[src/hw/rtl/wpwf_pkg.sv]
`timescale 1ns / 1ps
// Shared types, codes and microprogram ROM for the windowed PID wall follower.
// No dependencies; imported by every module of the block.
package wpwf_pkg;

    // Configuration register indexes
    localparam logic [2:0] CFG_SETPOINT       = 3'd0;
    localparam logic [2:0] CFG_P_GAIN         = 3'd1;
    localparam logic [2:0] CFG_I_GAIN         = 3'd2;
    localparam logic [2:0] CFG_D_GAIN         = 3'd3;
    localparam logic [2:0] CFG_DIVISOR        = 3'd4;
    localparam logic [2:0] CFG_DT             = 3'd5;
    localparam logic [2:0] CFG_WALL_THRESHOLD = 3'd6;
    localparam logic [2:0] CFG_BASE_SPEED     = 3'd7;

    localparam int CFG_INDEX_W = 3;
    localparam int CFG_DATA_W  = 12;

    // Register reset values
    localparam logic [7:0]  RST_SETPOINT   = 8'd80;
    localparam logic [7:0]  RST_P_GAIN     = 8'd80;
    localparam logic [7:0]  RST_I_GAIN     = 8'd20;
    localparam logic [7:0]  RST_D_GAIN     = 8'd200;
    localparam logic [7:0]  RST_DIVISOR    = 8'd100;
    localparam logic [7:0]  RST_DT         = 8'd1;
    localparam logic [11:0] RST_WALL_THR   = 12'd6;
    localparam logic [8:0]  RST_BASE_SPEED = 9'h096;

    // Correction clamp
    localparam logic signed [7:0] CORR_MAX = 8'sd127;
    localparam logic signed [7:0] CORR_MIN = -8'sd128;

    // Divider: quotient bits resolved per cycle, divisor width
    localparam int DIV_BITS_PER_CYCLE = 4;
    localparam int DIV_DEN_W          = 8;

    // Infrared beacon characters
    localparam logic [7:0] IR_RED         = 8'd248;
    localparam logic [7:0] IR_GREEN       = 8'd244;
    localparam logic [7:0] IR_RED_GREEN   = 8'd252;
    localparam logic [7:0] IR_RED_FORCE   = 8'd250;
    localparam logic [7:0] IR_GREEN_FORCE = 8'd246;
    localparam logic [7:0] IR_ALL         = 8'd254;

    typedef enum logic [2:0] {
        BC_NONE        = 3'd0,
        BC_RED         = 3'd1,
        BC_GREEN       = 3'd2,
        BC_RED_GREEN   = 3'd3,
        BC_RED_FORCE   = 3'd4,
        BC_GREEN_FORCE = 3'd5,
        BC_ALL         = 3'd6
    } t_beacon;

    typedef enum logic [1:0] {
        MODE_SEARCH = 2'd0,
        MODE_BUMPED = 2'd1,
        MODE_FOLLOW = 2'd2,
        MODE_DOCK   = 2'd3
    } t_mode;

    // Microcode fields
    typedef enum logic [2:0] {
        OP_NOP, OP_ERR, OP_SHIFT, OP_SAVE_IG, OP_SAT, OP_HALT, OP_OUT
    } t_op;

    typedef enum logic [1:0] {
        MA_ERR, MA_ESUM, MA_QUO, MA_IGAIN
    } t_mula;

    typedef enum logic [2:0] {
        MB_DEPTH, MB_PGAIN, MB_DT, MB_IGDT, MB_DGAIN
    } t_mulb;

    typedef enum logic [1:0] {
        ACC_HOLD, ACC_LOAD, ACC_ADD
    } t_acc;

    typedef enum logic [1:0] {
        DS_DIFF, DS_ACC
    } t_dsrc;

    typedef enum logic [2:0] {
        J_NEXT, J_WAIT_IN, J_HALT, J_DIV_BUSY, J_WAIT_OUT, J_GOTO
    } t_jc;

    localparam int STEP_W = 5;
    typedef logic [STEP_W-1:0] t_step;

    localparam t_step STEP_IDLE = 5'd0;
    localparam t_step STEP_HALT = 5'd14;

    typedef struct packed {
        t_op   op;
        logic  mul_en;
        t_mula mula;
        t_mulb mulb;
        t_acc  acc;
        logic  div_go;
        t_dsrc dsrc;
        t_jc   jc;
        t_step target;
    } t_ctl;

    function automatic t_ctl mk_ctl(
        input t_op op, input logic mul_en, input t_mula mula, input t_mulb mulb,
        input t_acc acc, input logic div_go, input t_dsrc dsrc, input t_jc jc,
        input t_step target
    );
        t_ctl c;
        c.op     = op;
        c.mul_en = mul_en;
        c.mula   = mula;
        c.mulb   = mulb;
        c.acc    = acc;
        c.div_go = div_go;
        c.dsrc   = dsrc;
        c.jc     = jc;
        c.target = target;
        return c;
    endfunction

    // Microprogram: one control word per step
    function automatic t_ctl ucode(input t_step addr);
        t_ctl c;
        unique case (addr)
            // wait for a sample
            5'd0:  c = mk_ctl(OP_NOP, 1'b0, MA_ERR, MB_DEPTH, ACC_HOLD, 1'b0, DS_DIFF,
                              J_WAIT_IN, STEP_IDLE);
            // form the error, branch off when halted
            5'd1:  c = mk_ctl(OP_ERR, 1'b0, MA_ERR, MB_DEPTH, ACC_HOLD, 1'b0, DS_DIFF,
                              J_HALT, STEP_HALT);
            // depth * error for priming
            5'd2:  c = mk_ctl(OP_NOP, 1'b1, MA_ERR, MB_DEPTH, ACC_HOLD, 1'b0, DS_DIFF,
                              J_NEXT, STEP_IDLE);
            // shift windows; i_gain * dt
            5'd3:  c = mk_ctl(OP_SHIFT, 1'b1, MA_IGAIN, MB_DT, ACC_HOLD, 1'b0, DS_DIFF,
                              J_NEXT, STEP_IDLE);
            // keep i_gain*dt; P term; start difference / dt
            5'd4:  c = mk_ctl(OP_SAVE_IG, 1'b1, MA_ERR, MB_PGAIN, ACC_HOLD, 1'b1, DS_DIFF,
                              J_NEXT, STEP_IDLE);
            // acc = P; I term
            5'd5:  c = mk_ctl(OP_NOP, 1'b1, MA_ESUM, MB_IGDT, ACC_LOAD, 1'b0, DS_DIFF,
                              J_NEXT, STEP_IDLE);
            // acc += I
            5'd6:  c = mk_ctl(OP_NOP, 1'b0, MA_ERR, MB_DEPTH, ACC_ADD, 1'b0, DS_DIFF,
                              J_NEXT, STEP_IDLE);
            5'd7:  c = mk_ctl(OP_NOP, 1'b0, MA_ERR, MB_DEPTH, ACC_HOLD, 1'b0, DS_DIFF,
                              J_DIV_BUSY, STEP_IDLE);
            // D term
            5'd8:  c = mk_ctl(OP_NOP, 1'b1, MA_QUO, MB_DGAIN, ACC_HOLD, 1'b0, DS_DIFF,
                              J_NEXT, STEP_IDLE);
            5'd9:  c = mk_ctl(OP_NOP, 1'b0, MA_ERR, MB_DEPTH, ACC_ADD, 1'b0, DS_DIFF,
                              J_NEXT, STEP_IDLE);
            // sum / divisor
            5'd10: c = mk_ctl(OP_NOP, 1'b0, MA_ERR, MB_DEPTH, ACC_HOLD, 1'b1, DS_ACC,
                              J_NEXT, STEP_IDLE);
            5'd11: c = mk_ctl(OP_NOP, 1'b0, MA_ERR, MB_DEPTH, ACC_HOLD, 1'b0, DS_ACC,
                              J_DIV_BUSY, STEP_IDLE);
            // clamp
            5'd12: c = mk_ctl(OP_SAT, 1'b0, MA_ERR, MB_DEPTH, ACC_HOLD, 1'b0, DS_ACC,
                              J_NEXT, STEP_IDLE);
            5'd13: c = mk_ctl(OP_OUT, 1'b0, MA_ERR, MB_DEPTH, ACC_HOLD, 1'b0, DS_ACC,
                              J_WAIT_OUT, STEP_IDLE);
            // halted: hold the windows, clear the drive
            5'd14: c = mk_ctl(OP_HALT, 1'b0, MA_ERR, MB_DEPTH, ACC_HOLD, 1'b0, DS_DIFF,
                              J_NEXT, STEP_IDLE);
            5'd15: c = mk_ctl(OP_OUT, 1'b0, MA_ERR, MB_DEPTH, ACC_HOLD, 1'b0, DS_DIFF,
                              J_WAIT_OUT, STEP_IDLE);
            default: c = mk_ctl(OP_NOP, 1'b0, MA_ERR, MB_DEPTH, ACC_HOLD, 1'b0, DS_DIFF,
                                J_GOTO, STEP_IDLE);
        endcase
        return c;
    endfunction

    function automatic t_beacon beacon_decode(input logic [7:0] b);
        t_beacon r;
        unique case (b)
            IR_RED:         r = BC_RED;
            IR_GREEN:       r = BC_GREEN;
            IR_RED_GREEN:   r = BC_RED_GREEN;
            IR_RED_FORCE:   r = BC_RED_FORCE;
            IR_GREEN_FORCE: r = BC_GREEN_FORCE;
            IR_ALL:         r = BC_ALL;
            default:        r = BC_NONE;
        endcase
        return r;
    endfunction

endpackage

[src/hw/rtl/windowed_pid_wall_follower.sv]
`timescale 1ns / 1ps
// Windowed PID wall follower: microcoded sequencer, datapath and windows.
// Uses wpwf_pkg and the iterative divider wpwf_divider.
//
// Usage
//   Input channel (i_in_valid / o_in_ready) takes one sensor sample per
//   transfer: wall reading, bump/drop bits, IR character, charger flag.
//   Output channel (o_out_valid / i_out_ready) returns one result per sample:
//   saturated correction, both wheel speeds, ten-sample wall average, mode,
//   decoded beacon and the halted flag.
//   Configuration is a plain write port (i_cfg_we, i_cfg_index, i_cfg_wdata);
//   write it only while no sample is in flight.
// Timing
//   One sample at a time. A sample passes through the sequencer steps in
//   order and waits twice on the shared divider (difference/dt, PID
//   sum/divisor), which works on UW = WALL_BITS + clog2(WINDOW_DEPTH) + 19
//   bits, 35 at the defaults. The wall average is a reciprocal multiply of
//   the running wall sum. A halted sample branches from the error step to
//   the halt and output steps. The next sample is taken as soon as the
//   sequencer returns to idle.
// Reset and stall
//   Synchronous active-low reset loads the register defaults, clears both
//   windows, the priming, dock and halt flags and drops any pending result.
//   A result waits in the output register while the receiver stalls; the
//   next sample is still taken and computed, then holds at its output step
//   until the slot frees.
module windowed_pid_wall_follower
    import wpwf_pkg::*;
#(
    parameter int WINDOW_DEPTH = 10,
    parameter int WALL_BITS    = 12
) (
    input  logic                     i_clk,
    input  logic                     i_rst_n,
    // sample channel
    input  logic                     i_in_valid,
    output logic                     o_in_ready,
    input  logic [WALL_BITS-1:0]     i_wall_signal,
    input  logic [4:0]               i_bump_drop,
    input  logic [7:0]               i_ir_byte,
    input  logic                     i_charger_seen,
    // result channel
    output logic                     o_out_valid,
    input  logic                     i_out_ready,
    output logic signed [7:0]        o_correction,
    output logic signed [10:0]       o_right_speed,
    output logic signed [10:0]       o_left_speed,
    output logic [WALL_BITS-1:0]     o_wall_average,
    output logic [1:0]               o_mode,
    output logic [2:0]               o_beacon,
    output logic                     o_halted,
    // configuration
    input  logic                     i_cfg_we,
    input  logic [CFG_INDEX_W-1:0]   i_cfg_index,
    input  logic [CFG_DATA_W-1:0]    i_cfg_wdata
);

    // Datapath widths
    localparam int EW  = WALL_BITS + 1;                  // error
    localparam int SW  = EW + $clog2(WINDOW_DEPTH);      // error window sum
    localparam int MA  = SW;                             // multiplier signed operand
    localparam int PW  = SW + 17;                        // product
    localparam int UW  = SW + 18;                        // PID accumulator / divider
    localparam int WSW = WALL_BITS + $clog2(WINDOW_DEPTH);

    // Wall average: floor(sum / depth) as (sum * ceil(2^AVG_SH / depth)) >> AVG_SH,
    // exact for every sum below 2^WSW
    localparam int AVG_SH = WSW + $clog2(WINDOW_DEPTH);
    localparam int AVG_RW = WSW + 1;
    localparam int AVG_PW = WSW + AVG_RW;
    localparam logic [AVG_RW-1:0] AVG_RECIP =
        AVG_RW'(((64'd1 << AVG_SH) + 64'(WINDOW_DEPTH - 1)) / 64'(WINDOW_DEPTH));

    localparam logic signed [UW-1:0] SAT_HI = UW'(CORR_MAX);
    localparam logic signed [UW-1:0] SAT_LO = UW'(CORR_MIN);

    // Configuration registers
    logic [7:0]  r_setpoint, r_p_gain, r_i_gain, r_d_gain, r_divisor, r_dt;
    logic [11:0] r_wall_thr;
    logic [8:0]  r_base;

    // Sequencer
    t_step r_step, n_step;
    t_ctl  w_ctl;

    // Captured sample
    logic [WALL_BITS-1:0] r_wall;
    logic [4:0]           r_bump;
    t_beacon              r_beacon;
    logic                 r_charger;

    // State
    logic signed [EW-1:0]  r_ewin [WINDOW_DEPTH];
    logic [WALL_BITS-1:0]  r_wwin [WINDOW_DEPTH];
    logic signed [SW-1:0]  r_esum;
    logic [WSW-1:0]        r_wsum;
    logic                  r_primed, r_dock, r_halt;

    // Working registers
    logic signed [EW-1:0]  r_err, r_prev;
    logic signed [PW-1:0]  r_prod;
    logic signed [UW-1:0]  r_acc;
    logic [15:0]           r_igdt;
    logic signed [7:0]     r_corr;
    t_mode                 r_mode;

    // Output register
    logic                  r_out_valid;
    logic signed [7:0]     r_o_corr;
    logic signed [10:0]    r_o_right, r_o_left;
    logic [WALL_BITS-1:0]  r_o_avg;
    t_mode                 r_o_mode;
    t_beacon               r_o_beacon;
    logic                  r_o_halted;

    logic                  w_in_xfer, w_slot_free, w_halting;
    logic [7:0]            w_dtv, w_divv;
    logic signed [EW-1:0]  w_err;
    logic signed [EW:0]    w_diff;
    logic signed [MA-1:0]  w_mul_a;
    logic [15:0]           w_mul_b;
    logic signed [PW-1:0]  w_prod;
    logic signed [UW-1:0]  w_div_num;
    logic [7:0]            w_div_den;
    logic                  w_div_busy;
    logic signed [UW-1:0]  w_quo;
    logic [AVG_PW-1:0]     w_avg_prod;
    logic                  w_bump_clear, w_at_wall, w_dock_next;
    t_mode                 w_mode;
    logic signed [10:0]    w_right, w_left;

    assign w_ctl       = ucode(r_step);
    assign o_in_ready  = (w_ctl.jc == J_WAIT_IN);
    assign w_in_xfer   = i_in_valid && o_in_ready;
    assign w_slot_free = !r_out_valid || i_out_ready;
    assign w_halting   = r_charger || r_halt;

    // Zero dt or divisor behaves as one
    assign w_dtv  = (r_dt == 8'd0) ? 8'd1 : r_dt;
    assign w_divv = (r_divisor == 8'd0) ? 8'd1 : r_divisor;

    assign w_err  = $signed(EW'(r_setpoint)) - $signed(EW'(r_wall));
    assign w_diff = {r_err[EW-1], r_err} - {r_prev[EW-1], r_prev};

    // ---------------------------------------------------------------
    // Configuration writes
    // ---------------------------------------------------------------
    always_ff @(posedge i_clk) begin
        if (!i_rst_n) begin
            r_setpoint <= RST_SETPOINT;
            r_p_gain   <= RST_P_GAIN;
            r_i_gain   <= RST_I_GAIN;
            r_d_gain   <= RST_D_GAIN;
            r_divisor  <= RST_DIVISOR;
            r_dt       <= RST_DT;
            r_wall_thr <= RST_WALL_THR;
            r_base     <= RST_BASE_SPEED;
        end else if (i_cfg_we) begin
            unique case (i_cfg_index)
                CFG_SETPOINT:       r_setpoint <= i_cfg_wdata[7:0];
                CFG_P_GAIN:         r_p_gain   <= i_cfg_wdata[7:0];
                CFG_I_GAIN:         r_i_gain   <= i_cfg_wdata[7:0];
                CFG_D_GAIN:         r_d_gain   <= i_cfg_wdata[7:0];
                CFG_DIVISOR:        r_divisor  <= i_cfg_wdata[7:0];
                CFG_DT:             r_dt       <= i_cfg_wdata[7:0];
                CFG_WALL_THRESHOLD: r_wall_thr <= i_cfg_wdata;
                CFG_BASE_SPEED:     r_base     <= i_cfg_wdata[8:0];
            endcase
        end
    end

    // ---------------------------------------------------------------
    // Step counter and conditional jumps
    // ---------------------------------------------------------------
    always_comb begin
        n_step = r_step;
        unique case (w_ctl.jc)
            J_NEXT:     n_step = r_step + t_step'(1);
            J_WAIT_IN:  if (w_in_xfer) n_step = r_step + t_step'(1);
            J_HALT:     n_step = w_halting ? w_ctl.target : r_step + t_step'(1);
            J_DIV_BUSY: if (!w_div_busy) n_step = r_step + t_step'(1);
            J_WAIT_OUT: if (w_slot_free) n_step = w_ctl.target;
            J_GOTO:     n_step = w_ctl.target;
            default:    n_step = STEP_IDLE;
        endcase
    end

    always_ff @(posedge i_clk) begin
        if (!i_rst_n) begin
            r_step <= STEP_IDLE;
        end else begin
            r_step <= n_step;
        end
    end

    // ---------------------------------------------------------------
    // Shared multiplier: signed operand times unsigned 16-bit operand
    // ---------------------------------------------------------------
    always_comb begin
        unique case (w_ctl.mula)
            MA_ERR:   w_mul_a = MA'(r_err);
            MA_ESUM:  w_mul_a = r_esum;
            MA_QUO:   w_mul_a = w_quo[MA-1:0];
            MA_IGAIN: w_mul_a = MA'(r_i_gain);
            default:  w_mul_a = '0;
        endcase
    end

    always_comb begin
        unique case (w_ctl.mulb)
            MB_DEPTH: w_mul_b = 16'(WINDOW_DEPTH);
            MB_PGAIN: w_mul_b = 16'(r_p_gain);
            MB_DT:    w_mul_b = 16'(w_dtv);
            MB_IGDT:  w_mul_b = r_igdt;
            MB_DGAIN: w_mul_b = 16'(r_d_gain);
            default:  w_mul_b = '0;
        endcase
    end

    assign w_prod = PW'(w_mul_a) * PW'($signed({1'b0, w_mul_b}));

    // ---------------------------------------------------------------
    // Divider operands
    // ---------------------------------------------------------------
    always_comb begin
        unique case (w_ctl.dsrc)
            DS_DIFF: begin
                w_div_num = UW'(w_diff);
                w_div_den = w_dtv;
            end
            DS_ACC: begin
                w_div_num = r_acc;
                w_div_den = w_divv;
            end
            default: begin
                w_div_num = '0;
                w_div_den = 8'd1;
            end
        endcase
    end

    wpwf_divider #(
        .NW(UW)
    ) u_div (
        .i_clk   (i_clk),
        .i_rst_n (i_rst_n),
        .i_start (w_ctl.div_go),
        .i_num   (w_div_num),
        .i_den   (w_div_den),
        .o_busy  (w_div_busy),
        .o_quo   (w_quo)
    );

    // Wall average from the running sum
    assign w_avg_prod = AVG_PW'(r_wsum) * AVG_PW'(AVG_RECIP);

    // ---------------------------------------------------------------
    // Mode decision (contact wins over wall, dock needs a beacon)
    // ---------------------------------------------------------------
    assign w_bump_clear = (r_bump == 5'd0);
    assign w_at_wall    = 16'(r_wall) >= 16'(r_wall_thr);
    assign w_dock_next  = r_dock || (w_bump_clear && w_at_wall);

    always_comb begin
        priority if (r_beacon != BC_NONE && w_dock_next) begin
            w_mode = MODE_DOCK;
        end else if (w_bump_clear && w_at_wall) begin
            w_mode = MODE_FOLLOW;
        end else if (w_bump_clear) begin
            w_mode = MODE_SEARCH;
        end else begin
            w_mode = MODE_BUMPED;
        end
    end

    // ---------------------------------------------------------------
    // Windows and latched flags
    // ---------------------------------------------------------------
    always_ff @(posedge i_clk) begin
        if (!i_rst_n) begin
            for (int i = 0; i < WINDOW_DEPTH; i++) begin
                r_ewin[i] <= '0;
                r_wwin[i] <= '0;
            end
            r_esum   <= '0;
            r_wsum   <= '0;
            r_primed <= 1'b0;
            r_dock   <= 1'b0;
            r_halt   <= 1'b0;
        end else begin
            unique case (w_ctl.op)
                OP_SHIFT: begin
                    // First sample fills the whole error window with its error
                    for (int i = 0; i < WINDOW_DEPTH - 1; i++) begin
                        r_ewin[i] <= r_primed ? r_ewin[i+1] : r_err;
                        r_wwin[i] <= r_wwin[i+1];
                    end
                    r_ewin[WINDOW_DEPTH-1] <= r_err;
                    r_wwin[WINDOW_DEPTH-1] <= r_wall;
                    // Running sums: drop the oldest, add the newest
                    r_esum <= r_primed ? (r_esum - SW'(r_ewin[0]) + SW'(r_err))
                                       : r_prod[SW-1:0];
                    r_wsum <= r_wsum - WSW'(r_wwin[0]) + WSW'(r_wall);
                    r_primed <= 1'b1;
                    r_dock   <= w_dock_next;
                end
                OP_HALT: r_halt <= 1'b1;
                default: ;
            endcase
        end
    end

    // ---------------------------------------------------------------
    // Sample capture and working registers
    // ---------------------------------------------------------------
    always_ff @(posedge i_clk) begin
        if (w_in_xfer) begin
            r_wall    <= i_wall_signal;
            r_bump    <= i_bump_drop;
            r_beacon  <= beacon_decode(i_ir_byte);
            r_charger <= i_charger_seen;
        end
        if (w_ctl.mul_en) begin
            r_prod <= w_prod;
        end
        unique case (w_ctl.acc)
            ACC_LOAD: r_acc <= UW'(r_prod);
            ACC_ADD:  r_acc <= r_acc + UW'(r_prod);
            default:  ;
        endcase
        unique case (w_ctl.op)
            OP_ERR:     r_err <= w_err;
            OP_SHIFT: begin
                // newest error before this one, or this one on the first sample
                r_prev <= r_primed ? r_ewin[WINDOW_DEPTH-1] : r_err;
                r_mode <= w_mode;
            end
            OP_SAVE_IG: r_igdt <= r_prod[15:0];
            OP_SAT: begin
                if (w_quo > SAT_HI) begin
                    r_corr <= CORR_MAX;
                end else if (w_quo < SAT_LO) begin
                    r_corr <= CORR_MIN;
                end else begin
                    r_corr <= w_quo[7:0];
                end
            end
            OP_HALT: begin
                r_corr <= '0;
                r_mode <= MODE_SEARCH;
            end
            default: ;
        endcase
    end

    // ---------------------------------------------------------------
    // Output register
    // ---------------------------------------------------------------
    assign w_right = $signed({2'b00, r_base}) + 11'(r_corr);
    assign w_left  = $signed({2'b00, r_base}) - 11'(r_corr);

    always_ff @(posedge i_clk) begin
        if (w_ctl.op == OP_OUT && w_slot_free) begin
            r_o_corr   <= r_corr;
            r_o_right  <= r_halt ? 11'sd0 : w_right;
            r_o_left   <= r_halt ? 11'sd0 : w_left;
            r_o_avg    <= w_avg_prod[AVG_SH +: WALL_BITS];
            r_o_mode   <= r_mode;
            r_o_beacon <= r_beacon;
            r_o_halted <= r_halt;
        end
    end

    always_ff @(posedge i_clk) begin
        if (!i_rst_n) begin
            r_out_valid <= 1'b0;
        end else if (w_ctl.op == OP_OUT && w_slot_free) begin
            r_out_valid <= 1'b1;
        end else if (i_out_ready) begin
            r_out_valid <= 1'b0;
        end
    end

    assign o_out_valid    = r_out_valid;
    assign o_correction   = r_o_corr;
    assign o_right_speed  = r_o_right;
    assign o_left_speed   = r_o_left;
    assign o_wall_average = r_o_avg;
    assign o_mode         = r_o_mode;
    assign o_beacon       = r_o_beacon;
    assign o_halted       = r_o_halted;

endmodule

[src/hw/rtl/wpwf_divider.sv]
`timescale 1ns / 1ps
// Iterative signed-by-unsigned divider, truncating toward zero.
// Resolves DIV_BITS_PER_CYCLE quotient bits per cycle; uses wpwf_pkg.
module wpwf_divider
    import wpwf_pkg::*;
#(
    parameter int NW = 36
) (
    input  logic                    i_clk,
    input  logic                    i_rst_n,
    input  logic                    i_start,
    input  logic signed [NW-1:0]    i_num,
    input  logic [DIV_DEN_W-1:0]    i_den,
    output logic                    o_busy,
    output logic signed [NW-1:0]    o_quo
);

    localparam int R     = DIV_BITS_PER_CYCLE;
    localparam int STEPS = (NW + R - 1) / R;
    localparam int PADW  = STEPS * R;
    localparam int CW    = $clog2(STEPS + 1);

    logic                  r_busy;
    logic [CW-1:0]         r_cnt;
    logic [DIV_DEN_W-1:0]  r_rem;
    logic [DIV_DEN_W-1:0]  r_den;
    logic [PADW-1:0]       r_num;
    logic                  r_neg;

    logic [NW-1:0]         w_mag;
    logic [DIV_DEN_W-1:0]  w_rem_next;
    logic [PADW-1:0]       w_num_next;

    assign w_mag = i_num[NW-1] ? NW'(-i_num) : NW'(i_num);

    // R restoring steps: shift a dividend bit into the remainder, subtract if it fits
    always_comb begin
        logic [DIV_DEN_W:0]   v_rem9;
        logic [DIV_DEN_W-1:0] v_rem;
        logic [PADW-1:0]      v_num;
        v_rem = r_rem;
        v_num = r_num;
        for (int k = 0; k < R; k++) begin
            v_rem9 = {v_rem, v_num[PADW-1]};
            v_num  = {v_num[PADW-2:0], 1'b0};
            if (v_rem9 >= {1'b0, r_den}) begin
                v_rem9   = v_rem9 - {1'b0, r_den};
                v_num[0] = 1'b1;
            end
            v_rem = v_rem9[DIV_DEN_W-1:0];
        end
        w_rem_next = v_rem;
        w_num_next = v_num;
    end

    always_ff @(posedge i_clk) begin
        if (!i_rst_n) begin
            r_busy <= 1'b0;
            r_cnt  <= '0;
        end else if (i_start) begin
            r_busy <= 1'b1;
            r_cnt  <= CW'(STEPS);
        end else if (r_busy) begin
            r_cnt <= r_cnt - CW'(1);
            if (r_cnt == CW'(1)) begin
                r_busy <= 1'b0;
            end
        end
    end

    always_ff @(posedge i_clk) begin
        if (i_start) begin
            r_num <= PADW'(w_mag);
            r_rem <= '0;
            r_den <= i_den;
            r_neg <= i_num[NW-1];
        end else if (r_busy) begin
            r_num <= w_num_next;
            r_rem <= w_rem_next;
        end
    end

    assign o_busy = r_busy;
    assign o_quo  = r_neg ? -$signed(r_num[NW-1:0]) : $signed(r_num[NW-1:0]);

endmodule

[config.mk]
export PLATFORM = sky130hd
export DESIGN_NAME = windowed_pid_wall_follower
export DESIGN_NICKNAME = d
export VERILOG_FILES = /design/src/hw/rtl/wpwf_pkg.sv /design/src/hw/rtl/windowed_pid_wall_follower.sv /design/src/hw/rtl/wpwf_divider.sv
export SDC_FILE = /design/constraint.sdc
export NUM_CORES = 2
export LEC_CHECK = 0
export BUFFER_PORTS_ARGS = -buffer_cell sky130_fd_sc_hd__buf_2
export CORE_AREA = 2 2 483 341
export DETAILED_ROUTE_END_ITERATION = 12
export DIE_AREA = 0 0 485 343
export GPL_TIMING_DRIVEN = 1
export HOLD_SLACK_MARGIN = 0.1
export MAX_ROUTING_LAYER = met4
export SLEW_MARGIN = 20
export SYNTH_ARGS = -nofsm -noshare
export SYNTH_HDL_FRONTEND = slang
export SYNTH_SLANG_ARGS = --single-unit
[constraint.sdc]
create_clock -name i_clk -period 24.5 [get_ports i_clk]
set_input_delay 2.45 -clock i_clk [delete_from_list [all_inputs] [get_ports i_clk]]
set_output_delay 2.45 -clock i_clk [all_outputs]
set_load 0.05 [all_outputs]
==> tab_implementation.tex <==
\begin{tabular}{lr}
\hline
Metric & Value \\
\hline
\multicolumn{2}{l}{\textbf{Run status}} \\
\quad Run status & finished clean \\
\multicolumn{2}{l}{\textbf{Clock network}} \\
\quad Num CTS Buffers & 74 \\
\quad Number of hold buffers added after cts & 0 \\
\quad CTS clock-pin slew for the worst setup and hold paths & about 0.070 ns \\
\quad Post-CTS setup repair buffer count & 0 \\
\quad TritonCTS clock tree & done \\
\quad Clock Latency Late Sink & about 0.7 ns \\
\quad CTS H-Tree Depth & 3 \\
\quad CTS resizes & 0 \\
\quad Maximum number of buffers from clock root to sink & 3 \\
\quad Number of sinks handled by clock tree synthesis & between 600 and 700 \\
\quad CTS Root Buffer Type & clkbuf\_16 \\
\multicolumn{2}{l}{\textbf{Global routing}} \\
\quad Initial antenna violation count & 3 \\
\quad Pin count of the biggest net entering global routing & 116 \\
\quad Total Routing Usage GR & around 16\% \\
\quad First-pass GRT wire length & 204000 um \\
\quad Total overflow reported by the global router & 0 \\
\quad Vias in the first global route & roughly 35000 \\
\multicolumn{2}{l}{\textbf{Final layout}} \\
\quad Most common cell after layout, fill and taps aside & inv\_1 \\
\quad Commonest cells after routing, fill and taps aside & inv\_1 (704), nand2\_1 (689), edfxtp\_1 (483) \\
\quad Number of inserted filler cells in the final layout & $\sim$16000 \\
\quad Area of all sequential standard cells & about 17000 um2 \\
\quad Area Growth Syn to Fin & 11.34\% \\
\quad Share of layout cells above drive strength 1 & under 10\% \\
\quad Area occupied by multi-input gates & approximately 28000 um2 \\
\quad Net total in the final layout & 5813 \\
\multicolumn{2}{l}{\textbf{Setup path}} \\
\quad Number of buffer and inverter stages on the critical path & 3 \\
\quad Internal reg-to-reg setup slack & around 14 ns \\
\quad Cell class contributing the biggest share of worst-path delay & compound AO/OA/AOI/OAI gates \\
\quad Cells on worst reg2reg path & 43 \\
\quad Reg-to-reg endpoint & u\_div.r\_rem[4] \\
\quad Cell at the slowest stage of the critical path & a21oi\_1 \\
\quad Startpoint type of the worst setup path & flop \\
\quad Crit. End Element & flop \\
\quad Critical path capture point & u\_div.r\_rem[4] \\
\quad Largest stage delay on the critical path & $\sim$0.66 ns \\
\quad Data required, critical path & $\sim$25 ns \\
\quad Kind of critical path & reg -> reg \\
\quad Critical path data arrival time & between 10 and 15 ns \\
\quad Maximum fanout along the worst path & 10 \\
\quad Logic depth of the worst path, buffers included & 43 \\
\quad Worst reg2reg startpoint & u\_div.r\_den[1] \\
\quad Most numerous cell on the critical path & o21ai\_0 \\
\quad Critical path launch point & u\_div.r\_den[1] \\
\multicolumn{2}{l}{\textbf{Timing}} \\
\quad Endpoints failing hold & 0 \\
\quad Final worst path period share & between 40 and 50\% \\
\quad RSZ-0062 raised after global routing & no \\
\quad Minimum clock period after layout & $\sim$11 ns \\
\quad Worst Max-Slew Pin Slew & approximately 1.2 ns \\
\quad Count of final max-slew check failures & 0 \\
\quad FMAX & a little over 90 MHz \\
\quad Clock skew & between 0.05 and 0.06 ns \\
\quad Relative slew margins & 18.32\% \\
\quad Fin Setup TNS & 0 ns \\
\quad Final setup violation count & 0 \\
\multicolumn{2}{l}{\textbf{Drt}} \\
\quad Total iterations of the first detailed-routing run & 6 \\
\quad Number of antenna-violating nets in the routed design & 0 \\
\quad 1st-iter DRT viols & 2915 \\
\quad Routed WL per cell & 17.91 um \\
\quad DR vias/cell & 4.968 \\
\quad DRC errors left & 0 \\
\quad Via count of the routed design & roughly 36000 \\
\quad Final Routed Wirelength & roughly 130000 um \\
\multicolumn{2}{l}{\textbf{Die}} \\
\quad Die footprint & 166400 um2 \\
\quad Die extent in y & roughly 340 um \\
\quad Number of primary I/O pins & 96 \\
\quad Count of standard-cell rows & about 120 \\
\quad Initial core utilization & between 20\% and 30\% \\
\quad Die outline width & 485 um \\
\quad Core ar. & between 150000 and 200000 um2 \\
\multicolumn{2}{l}{\textbf{Synth}} \\
\quad Synth Area in XOR/XNOR & $\sim$3.5\% \\
\quad Post-synth ARST share & 0\% \\
\quad Yosys Warn Count & 0 \\
\quad Multiplexer share of the synthesized area & 1.390\% \\
\quad Number of enable-type register cells in the synthesized netlist & slightly below 500 \\
\quad Sequential cell area fraction in the yosys report & a little over a third \\
\quad Fraction of the mapped netlist area in adder cells & a little over a quarter \\
\quad Share of synthesized cell area in and, or, nand and nor gates & 14.68\% \\
\quad Count of different cell masters after synthesis & 89 \\
\quad Main flop type after synthesis & edfxtp\_1 \\
\quad Compound-Gate Fraction of Synth Area & between 10\% and 20\% \\
\quad Mean post-synth cell area & approximately 9.7 um2 \\
\quad Dominant combinational cell family by area after synthesis & adder cells \\
\quad Netlist area before placement & approximately 48000 um2 \\
\quad Post-Syn Nets & around 5800 \\
\quad Cells after synthesis & around 5000 \\
\quad Number of register bits inferred by synthesis & 624 \\
\multicolumn{2}{l}{\textbf{Hold path}} \\
\quad Hold crit path type & reg -> reg \\
\multicolumn{2}{l}{\textbf{Flow run}} \\
\quad Max capacitance violation total & 0 \\
\multicolumn{2}{l}{\textbf{Placed design}} \\
\quad Buffers added on ports & 95 \\
\quad Last weighted congestion value of the routability-driven placer & roughly 0.92 \\
\quad Placed wire-length estimate after detailed placement & about 97000 um \\
\hline
\end{tabular}
worst min-delay path by stage:
| stage | startpoint | to | slack (ns) | cells past startpoint |
|---|---|---|---|---|
| 2_1_floorplan | r_mode[0] | o_mode[0] | 0.40 | 0 |
| 3_3_place_gp | r_mode[1] | o_mode[1] | 0.41 | 0 |
| 3_5_place_dp | r_mode[0] | o_mode[0] | 0.41 | 0 |
| 4_1_cts | r_mode[0] | o_mode[0] | 0.42 | 0 |
| 5_1_grt | r_mode[0] | o_mode[0] | 0.44 | 0 |
| 6_report | r_mode[0] | o_mode[0] | 0.42 | 0 |
worst reg2reg max path, delay by kind of cell (launching register included):
family	cells	cell delay [ns]
mux	2	0.73
flops	1	0.46
simple gates	10	1.35
buf+inv	3	0.38
fa+ha+maj	4	1.18
compound gates	24	6.59
final cells by class:
type,instances,share of cell area [%]
multi-input cells,3440,51.25
repair buffers,149,1.651
flip-flops and latches,624,32.25
well taps,2142,4.988
clock buffers,91,3.721
clock inverters,45,1.146
diodes,1,0.004657
inverters,711,4.985
per-layer routing:
| metal | share of wire [%] | GRT usage, % |
|---|---|---|
| met2 | 40 | 21.55 |
| met4 | 1.7 | 3.255 |
| met3 | 9.2 | 3.894 |
| met5 | 0 | - |
| met1 | 49 | 23.85 |
metrics by stage:
| step | setup WS [ns] | instances | cell area, um2 | utilization, % | hold WS, ns |
|---|---|---|---|---|---|
| 6_report | 13.71 | 7203 | 53730 | 33.14 | 0.4229 |
| 5_1_grt | 12.94 | 7202 | 53730 | 33.14 | 0.4410 |
| 4_1_cts | 14.00 | 7201 | 53720 | 33.13 | 0.4221 |
| 3_5_place_dp | 14.13 | 7065 | 51110 | 31.52 | 0.4057 |
| 3_3_place_gp | 14.30 | 7065 | 51100 | 31.52 | 0.4082 |
| 2_1_floorplan | 15.57 | 4976 | 48260 | - | 0.4003 |
cells in the mapped netlist, types with 129 or more instances:
cell type    n  area [um2]
dfxtp_1    141        2823
xnor2_1    133        1165
nor2_1     264       991.0
edfxtp_1   483       14500
and3_1     129       807.0
a21oi_1    368        1842
clkbuf_1   171       641.9
inv_1      707        2654
o21ai_0    169       845.8
nand2_1    692        2597
fa_1       397        7948
ha_1       370        4629
kinds of logic (layout without fill, tap and decap cells):
kind of cell	count (synthesis)	after routing
xor gates and xnor gates	192	192
other	0	1
muxes	62	62
DFF	624	624
buffers and inverters	912	996
and+or+nand+nor	1522	1522
adders and majority gates	767	767
AOI/OAI and AO/OA	897	897
flip-flops by register name, indices dropped and copies added (netlist names), 11 cells and up, named ones only:
register        cells
r_ewin            130
r_wwin            120
u_div.r_num        36
r_acc              35
r_prod             34
r_esum             17
r_igdt             16
r_wsum             16
r_err              13
r_prev             13
o_wall_average     12
r_wall             12
r_wall_thr         12
o_right_speed      11
Power is left out: the tool's default activity adds up to more than one toggle a clock period on the data nets, which glitch-free logic cannot reach.
